[config.mk]
export PLATFORM = sky130hd
export DESIGN_NAME = hsc_seq
export DESIGN_NICKNAME = d
export VERILOG_FILES = /design/src/sv/hsc_pkg.sv /design/src/sv/hsc_seq.sv
export SDC_FILE = /design/constraint.sdc
export NUM_CORES = 1
export LEC_CHECK = 0
export BUFFER_PORTS_ARGS = -buffer_cell sky130_fd_sc_hd__buf_2
export CORE_UTILIZATION = 55
export CTS_CLUSTER_DIAMETER = 60
export CTS_CLUSTER_SIZE = 16
export DETAILED_ROUTE_END_ITERATION = 8
export PLACE_DENSITY = 0.84
export SLEW_MARGIN = 10
export SYNTH_ARGS = -nofsm -noshare
export SYNTH_HDL_FRONTEND = slang
export SYNTH_SLANG_ARGS = --single-unit
[constraint.sdc]
create_clock -name clk -period 6.55 [get_ports clk]
set_clock_uncertainty 0.2 [all_clocks]
set_input_delay 0 -clock clk [delete_from_list [all_inputs] [get_ports clk]]
set_output_delay 0 -clock clk [all_outputs]
set_load 0.03 [all_outputs]
[src/sv/hsc_pkg.sv]
`default_nettype none

package hsc_pkg;

  localparam int COLOR_W    = 24;
  localparam int CFG_IDX_W  = 2;
  localparam int CFG_DATA_W = 7;

  localparam logic [CFG_IDX_W-1:0] CFG_WIDTH_BRICKS  = 2'd0;
  localparam logic [CFG_IDX_W-1:0] CFG_HEIGHT_BRICKS = 2'd1;
  localparam logic [CFG_IDX_W-1:0] CFG_DEPTH_BRICKS  = 2'd2;

  typedef struct packed {
    logic               voxel_filled;
    logic [COLOR_W-1:0] voxel_color;
    logic               flush;
  } hsc_in_t;

  typedef struct packed {
    logic               kept_filled;
    logic [COLOR_W-1:0] kept_color;
    logic               last_voxel;
  } hsc_out_t;

  typedef struct packed {
    logic has_result;
    logic in_flush;
    logic zin_odd;
    logic x_first;
    logic x_last;
    logic y_first;
    logic y_last;
    logic z_first;
    logic last_voxel;
  } hsc_flags_t;

endpackage

`default_nettype wire

[src/sv/hsc_seq.sv]
`default_nettype none

module hsc_seq import hsc_pkg::*; #(
  parameter int BRICK_EDGE   = 8,
  parameter int MAX_VOXELS_X = 128,
  parameter int MAX_VOXELS_Y = 128
) (
  input  wire logic                            clk,
  input  wire logic                            rst_n,
  input  wire logic                            cfg_valid,
  input  wire logic [CFG_IDX_W-1:0]            cfg_index,
  input  wire logic [CFG_DATA_W-1:0]           cfg_data,
  input  wire logic                            advance,
  output logic      [$clog2(MAX_VOXELS_X)-1:0] pos_x,
  output logic      [$clog2(MAX_VOXELS_Y)-1:0] pos_y,
  output hsc_flags_t                           flags
);

  localparam int XW = $clog2(MAX_VOXELS_X);
  localparam int YW = $clog2(MAX_VOXELS_Y);
  localparam int WW = $clog2(MAX_VOXELS_X + 1);
  localparam int HW = $clog2(MAX_VOXELS_Y + 1);
  localparam int DW = $clog2(64 * BRICK_EDGE + 1);

  function automatic int dim_voxels(int bricks, int maxb, int maxv);
    int b;
    int v;
    b = bricks;
    if (b < 1) b = 1;
    if (b > maxb) b = maxb;
    v = b * BRICK_EDGE;
    if (maxv != 0 && v > maxv) v = maxv;
    return v;
  endfunction

  logic [WW-1:0] w_r, w_nxt;
  logic [HW-1:0] h_r, h_nxt;
  logic [DW-1:0] d_r, d_nxt;
  logic [XW-1:0] x_r, x_nxt;
  logic [YW-1:0] y_r, y_nxt;
  logic [DW-1:0] z_r, z_nxt;
  logic          cfg_hit;
  logic          x_last;
  logic          y_last;
  logic          in_flush;

  assign cfg_hit  = cfg_valid && (cfg_index == CFG_WIDTH_BRICKS ||
                    cfg_index == CFG_HEIGHT_BRICKS || cfg_index == CFG_DEPTH_BRICKS);
  assign x_last   = (WW'(x_r) == w_r - 1'b1);
  assign y_last   = (HW'(y_r) == h_r - 1'b1);
  assign in_flush = (z_r >= d_r);

  always_comb begin
    w_nxt = w_r;
    h_nxt = h_r;
    d_nxt = d_r;
    x_nxt = x_r;
    y_nxt = y_r;
    z_nxt = z_r;
    if (cfg_valid) begin
      unique case (cfg_index)
        CFG_WIDTH_BRICKS: begin
          w_nxt = WW'(dim_voxels(int'(cfg_data[4:0]), 16, MAX_VOXELS_X));
        end
        CFG_HEIGHT_BRICKS: begin
          h_nxt = HW'(dim_voxels(int'(cfg_data[4:0]), 16, MAX_VOXELS_Y));
        end
        CFG_DEPTH_BRICKS: begin
          d_nxt = DW'(dim_voxels(int'(cfg_data), 64, 0));
        end
        default: begin
        end
      endcase
    end
    if (cfg_hit) begin
      x_nxt = '0;
      y_nxt = '0;
      z_nxt = '0;
    end else if (advance) begin
      if (x_last) begin
        x_nxt = '0;
        if (y_last) begin
          y_nxt = '0;
          z_nxt = in_flush ? '0 : z_r + 1'b1;
        end else begin
          y_nxt = y_r + 1'b1;
        end
      end else begin
        x_nxt = x_r + 1'b1;
      end
    end
  end

  always_ff @(posedge clk) begin
    if (!rst_n) begin
      w_r <= WW'(dim_voxels(16, 16, MAX_VOXELS_X));
      h_r <= HW'(dim_voxels(16, 16, MAX_VOXELS_Y));
      d_r <= DW'(dim_voxels(16, 64, 0));
      x_r <= '0;
      y_r <= '0;
      z_r <= '0;
    end else begin
      w_r <= w_nxt;
      h_r <= h_nxt;
      d_r <= d_nxt;
      x_r <= x_nxt;
      y_r <= y_nxt;
      z_r <= z_nxt;
    end
  end

  assign pos_x = x_r;
  assign pos_y = y_r;

  always_comb begin
    flags.has_result = (z_r != '0);
    flags.in_flush   = in_flush;
    flags.zin_odd    = z_r[0];
    flags.x_first    = (x_r == '0);
    flags.x_last     = x_last;
    flags.y_first    = (y_r == '0);
    flags.y_last     = y_last;
    flags.z_first    = (z_r == DW'(1));
    flags.last_voxel = x_last && y_last && (z_r == d_r);
  end

endmodule

`default_nettype wire

# Word-level counts from Yosys, hierarchy flattened
# Cells that the tools add are included.
[op_classes]
n_addsub = 5
n_lt_le_gt_ge = 8
n_eq_ne = 6
n_mux = 20
bitwise_logic = 1
n_reduce_logical = 15
[op_table]
columns = ["op", "count"]
rows = [
  ["$mux 32", 6],
  ["$mux 29", 6],
  ["$gt 32x6->1 const B", 2],
  ["$gt 32x9->1 const B", 2],
  ["$gt 32x8->1 const B", 1],
  ["$mux 7", 4],
  ["$eq 7x8->1", 2],
  ["$mux 8", 2],
  ["$sub 8x1->8 const B", 2],
  ["$add 7x1->7 const B", 2],
  ["$logic_not 7->1", 2],
  ["$add 10x1->10 const B", 1],
  ["$eq 10x1->1 const B", 1],
  ["$eq 10x10->1", 1],
  ["$ge 10x10->1", 1],
  ["$mux 10", 1],
  ["$reduce_bool 10->1", 1],
  ["$reduce_and 2->1", 4],
  ["$lt 7x1->1 const B", 1],
  ["$lt 5x1->1 const B", 1],
  ["$mux 5", 1],
  ["$logic_and 1x1->1", 3],
  ["$reduce_and 3->1", 1],
  ["$eq 2x1->1 const B", 1],
  ["5 further kinds", 6],
]
[word_totals]
regBits = 47
in_bits = 13
out_inout_bits = 23
elab_cells = 61

# Depth between registers and ports, before layout
[depth]
word_depth = 10
mapped_depth = 10
depth_no_buf = 9

# Least setup slack after synthesis
# OpenSTA, ideal clock, no wires.
[synth_timing]
path_kind = "flip-flop to flip-flop"
from = "register h_r[3]"
to = "register z_r[9]"
setup_ns = 0.074
arrival_time_ns = 2.077
required_ns = 6.276
path_slack_ns = 4.199
stages_incl_launch_ff = 9
synth_period_minus_slack_ns = 2.351
path_cell_list = "dfxtp_1 > inv_1 > ha_1 > xor2_1 > o32a_1 > a211oi_4 > nand2_2 > or4_1 > a31oi_1"
[synth_between]
elab_chain_cells = 3
[synth_lines]
columns = ["item", "line", "text"]
rows = [
  ["start: declaration", "hsc_seq.sv:37", "logic [HW-1:0] h_r, h_nxt;"],
  ["start signal: assignment", "hsc_seq.sv:97", "h_r <= HW'(dim_voxels(16, 16, MAX_VOXELS_Y));"],
  ["start signal: assignment", "hsc_seq.sv:104", "h_r <= h_nxt;"],
  ["$sub 8x1->8", "hsc_seq.sv:50", "assign y_last = (HW'(y_r) == h_r - 1'b1);"],
  ["$eq 7x8->1", "hsc_seq.sv:50", ""],
  ["via y_last", "hsc_seq.sv:44", "logic y_last;"],
  ["$reduce_and 3->1 (no source line)", "-", ""],
  ["end signal: assignment", "hsc_seq.sv:108", "z_r <= z_nxt;"],
  ["end: declaration", "hsc_seq.sv:41", "logic [DW-1:0] z_r, z_nxt;"],
]
# The timed path passes the listed nets, and every way through them passes these cells.
# A chain may end at the register's enable or synchronous reset.

# Worst setup path in the final report
[layout_timing]
from = "register z_r[7]"
to = "register z_r[9]"
[layout_between]
elab_chain_cells = 2
word_cells_on_any_way = 3
[layout_lines]
columns = ["item", "line", "text"]
rows = [
  ["$add 10x1->10 or $ge 10x10->1 (tied branches)", "hsc_seq.sv:84, hsc_seq.sv:51", ""],
  ["$mux 10 *", "hsc_seq.sv:84", "z_nxt = in_flush ? '0 : z_r + 1'b1;"],
]
# Every way passes the cells marked *; elsewhere a longest branch is shown, timed or not.

==> impl_metrics.ini <==
[layout]
drive_gt1_share_pct = 14.58
regArea_sq_um = 820.8
nNetsFinal = 366
antennaDiodeCount = 0
synthToLayoutAreaGrowth_pct = 14.15
stdcell_count = 386
n_fill_cell = 357
multi_input_area_sq_um = 1493
design_area_sq_um = 2806

[logic_synthesis]
yosysSeqAreaShare_pct = 33.38
netlist_area_sq_um = 2459
synth.avg_cell_area_sq_um = 8.278
syn_inst = 297
yosys_warnings = 0
synth_fp_nets = 326
synth_area_leader_cell = dfxtp_1
synth.top_cell.area_share_pct = 33.38
ys_seq_elements = 41
ys_types = 42
synth_area_leaders = dfxtp_1 33%, ha_1 8.1%, nor2b_1 4.6%

[routing]
dr.pass1.iters = 4
num_vias = 2169
vias_per_cell = 5.619
finalWirelength_um = 5399
drtAntennaViolNets = 0
first_iter_violations = 97
drc_errors = 0
wl_per_cell_um = 13.99

[die]
core_sq_um = 4144
fp-row-count = 23
die_area_sq_um = 4742
die_w_um = 68.86
io_pins = 36
die_h_um = 68.86
start_util_pct = 59.33

[sta]
setup-tns-final_ns = 0
rsz0062_at_grt = no
layout_min_cycle_time_ns = 2.919
final-setup-viol-count = 0
slew_viol_final = 0
period_share_pct = 44.56
hold_ws_ns = 0.009742
timing_hold_violations_final = 0
max_freq_mhz = 342.6
worst_pin_slew_ns = 0.9825
relSlewSlack_pct = 34.36

[run_status]
status = completed

[placement]
placed_cells = 369
dpl.hpwl_um = 3783
place.gp.congestion = 0.9037
dpl-instance-area_sq_um = 2623
io_buffers = 35

[clock_tree]
cts_buffer_depth = 2
cts_buffers = 5
cts_max_level = 2
path_clk_slew_ns = 0.07
clk_latency_ns = 0.29
clock-sinks = 41
cts_tree = yes
root_buffer = clkbuf_8

[power]
p_leak_nw = 1.157
vdd_drop_max_mv = 0.1111
pwr_density_cell_nw_per_um2 = 162.3

[critical_path]
crit_type = reg -> reg
cp_data_arrival_time_ns = 2.93
startpoint_type = register
crit_path_end_kind = register
cp_max_fo = 10
crit_required_ns = 6.56

[global_routing]
grt.overflow.total = 0
grt_max_degree = 20
grt_antenna_before_repair = 0
track_usage_pct = 25.71
grt_pass1_wl_um = 9073
grt_pass1_vias = 1993

[run]
max_cap_violations = 0

[worst_hold_path]
hold_class = in -> reg
==> cells in the final DEF, fill, tap and decap left out, types with 3 or more instances in the layout <==
| master | Yosys | routed |
|---|---|---|
| and3_1 | 3 | 3 |
| nor3b_1 | 7 | 7 |
| and2_1 | 3 | 3 |
| nand3_1 | 8 | 8 |
| nor2_1 | 26 | 26 |
| o2bb2ai_1 | 6 | 6 |
| or2_2 | 3 | 3 |
| ha_1 | 16 | 16 |
| nor2b_1 | 18 | 18 |
| nand4_1 | 9 | 9 |
| xor2_1 | 12 | 12 |
| nand3b_1 | 5 | 5 |
| nand2_1 | 28 | 28 |
| xnor2_1 | 9 | 9 |
| nor3_1 | 15 | 15 |
| mux2i_1 | 9 | 9 |
| nand4b_1 | 3 | 3 |
| clkbuf_8 | 0 | 5 |
| dfxtp_1 | 41 | 41 |
| inv_1 | 19 | 19 |
| dlygate4sd3_1 | 0 | 11 |
| buf_2 | 2 | 35 |
| a21oi_1 | 20 | 20 |
==> repair_timing <==
action,4_1_cts,5_1_grt
hold buffers,11,0
resized for setup,0,0
hold endpoints to repair,22,0
setup buffers,0,0
==> power breakdown <==
part	internal, mW	total, mW	switching [mW]
logic	0.0204	0.0468	0.0264
clock network	0.0702	0.153	0.0830
registers	0.252	0.256	0.00317
==> cells by family (layout without fill, tap and decap cells) <==
kind of cell | count (synthesis) | count (layout) | share of synthesized area (%)
mux | 9 | 9 | 3.664
buf+inv | 32 | 71 | 5.903
flops | 41 | 41 | 33.38
fa+ha+maj | 16 | 16 | 8.142
xor+xnor | 21 | 21 | 7.481
simple gates | 138 | 138 | 30.23
compound gates | 40 | 40 | 11.20
==> through the flow <==
stage	setup WS (ns)	power [mW]	util, %
after floorplan	4.199	0.2901	-
after global placement	3.861	0.3012	63.29
after detailed placement	3.744	0.3025	63.29
after CTS	3.677	0.4569	67.72
after global routing	3.410	0.4758	67.72
final	3.631	0.4555	67.72
==> flip-flops by register name, indices dropped and copies added, names as in the netlist <==
register	count
z_r	10
d_r	7
pos_x	7
pos_y	7
h_r	5
w_r	5
==> worst max-delay path, cell delays in order (launching register included) <==
cell	delay, ns
dfxtp_1	0.42
ha_1	0.28
a21oi_1	0.15
nor2_1	0.05
a211oi_1	0.22
nor2b_1	0.59
inv_1	0.18
or4_1	0.55
a31oi_1	0.19
==> layout make-up <==
type                    count  area share, %
inverters                  19          2.541
clock buffers               5          2.452
multi-input cells         224          53.19
repair buffers             46          10.16
flip-flops and latches     41          29.25
clock inverters             1         0.1783
well taps                  50          2.229
==> cell usage after synthesis, drive strengths merged <==
library cell / count
a211oi: 2
nand4b: 3
o311ai: 1
inv: 19
clkbuf: 6
a21oi: 20
nor2b: 18
nor4b: 1
nor4: 2
nand2b: 2
or2: 3
buf: 7
xnor2: 9
nor3b: 7
nand3b: 5
or4: 1
nor3: 15
mux2i: 9
o211ai: 1
nor2: 26
o2bb2ai: 6
and3: 3
a22o: 1
nand2: 29
xor2: 12
a31oi: 2
o21ai: 1
o32a: 1
o21a: 2
nand3: 8
a21o: 1
dfxtp: 41
or4b: 2
o211a: 2
and2: 3
ha: 16
nor4bb: 1
nand4: 9
==> worst paths after layout <==
| check | from | endpoint | slack, ns | depth (start not counted) |
|---|---|---|---|---|
| setup / recovery | z_r[7]$_SDFFE_PP0P_ | z_r[9]$_SDFFE_PP0P_ | 3.63 | 8 |
| hold / removal | cfg_index[1] | w_r[3]$_SDFFE_PN0P_ | 0.01 | 4 |
| setup reg to reg | z_r[7]$_SDFFE_PP0P_ | z_r[9]$_SDFFE_PP0P_ | 3.63 | 8 |
| hold reg to reg | z_r[1]$_SDFFE_PP0P_ | z_r[1]$_SDFFE_PP0P_ | 0.30 | 2 |
==> metal layers <==
metal | global-route usage, % | vias to the layer above | part of all wire [%]
li1 | - | 1099 | -
met1 | 34.13 | 1013 | 47
met2 | 41.38 | 53 | 48
met3 | 4.605 | 4 | 4.6
met4 | 9.184 | 0 | 0.87
met5 | 0 | - | 0
(Power assumes the default switching activity.)
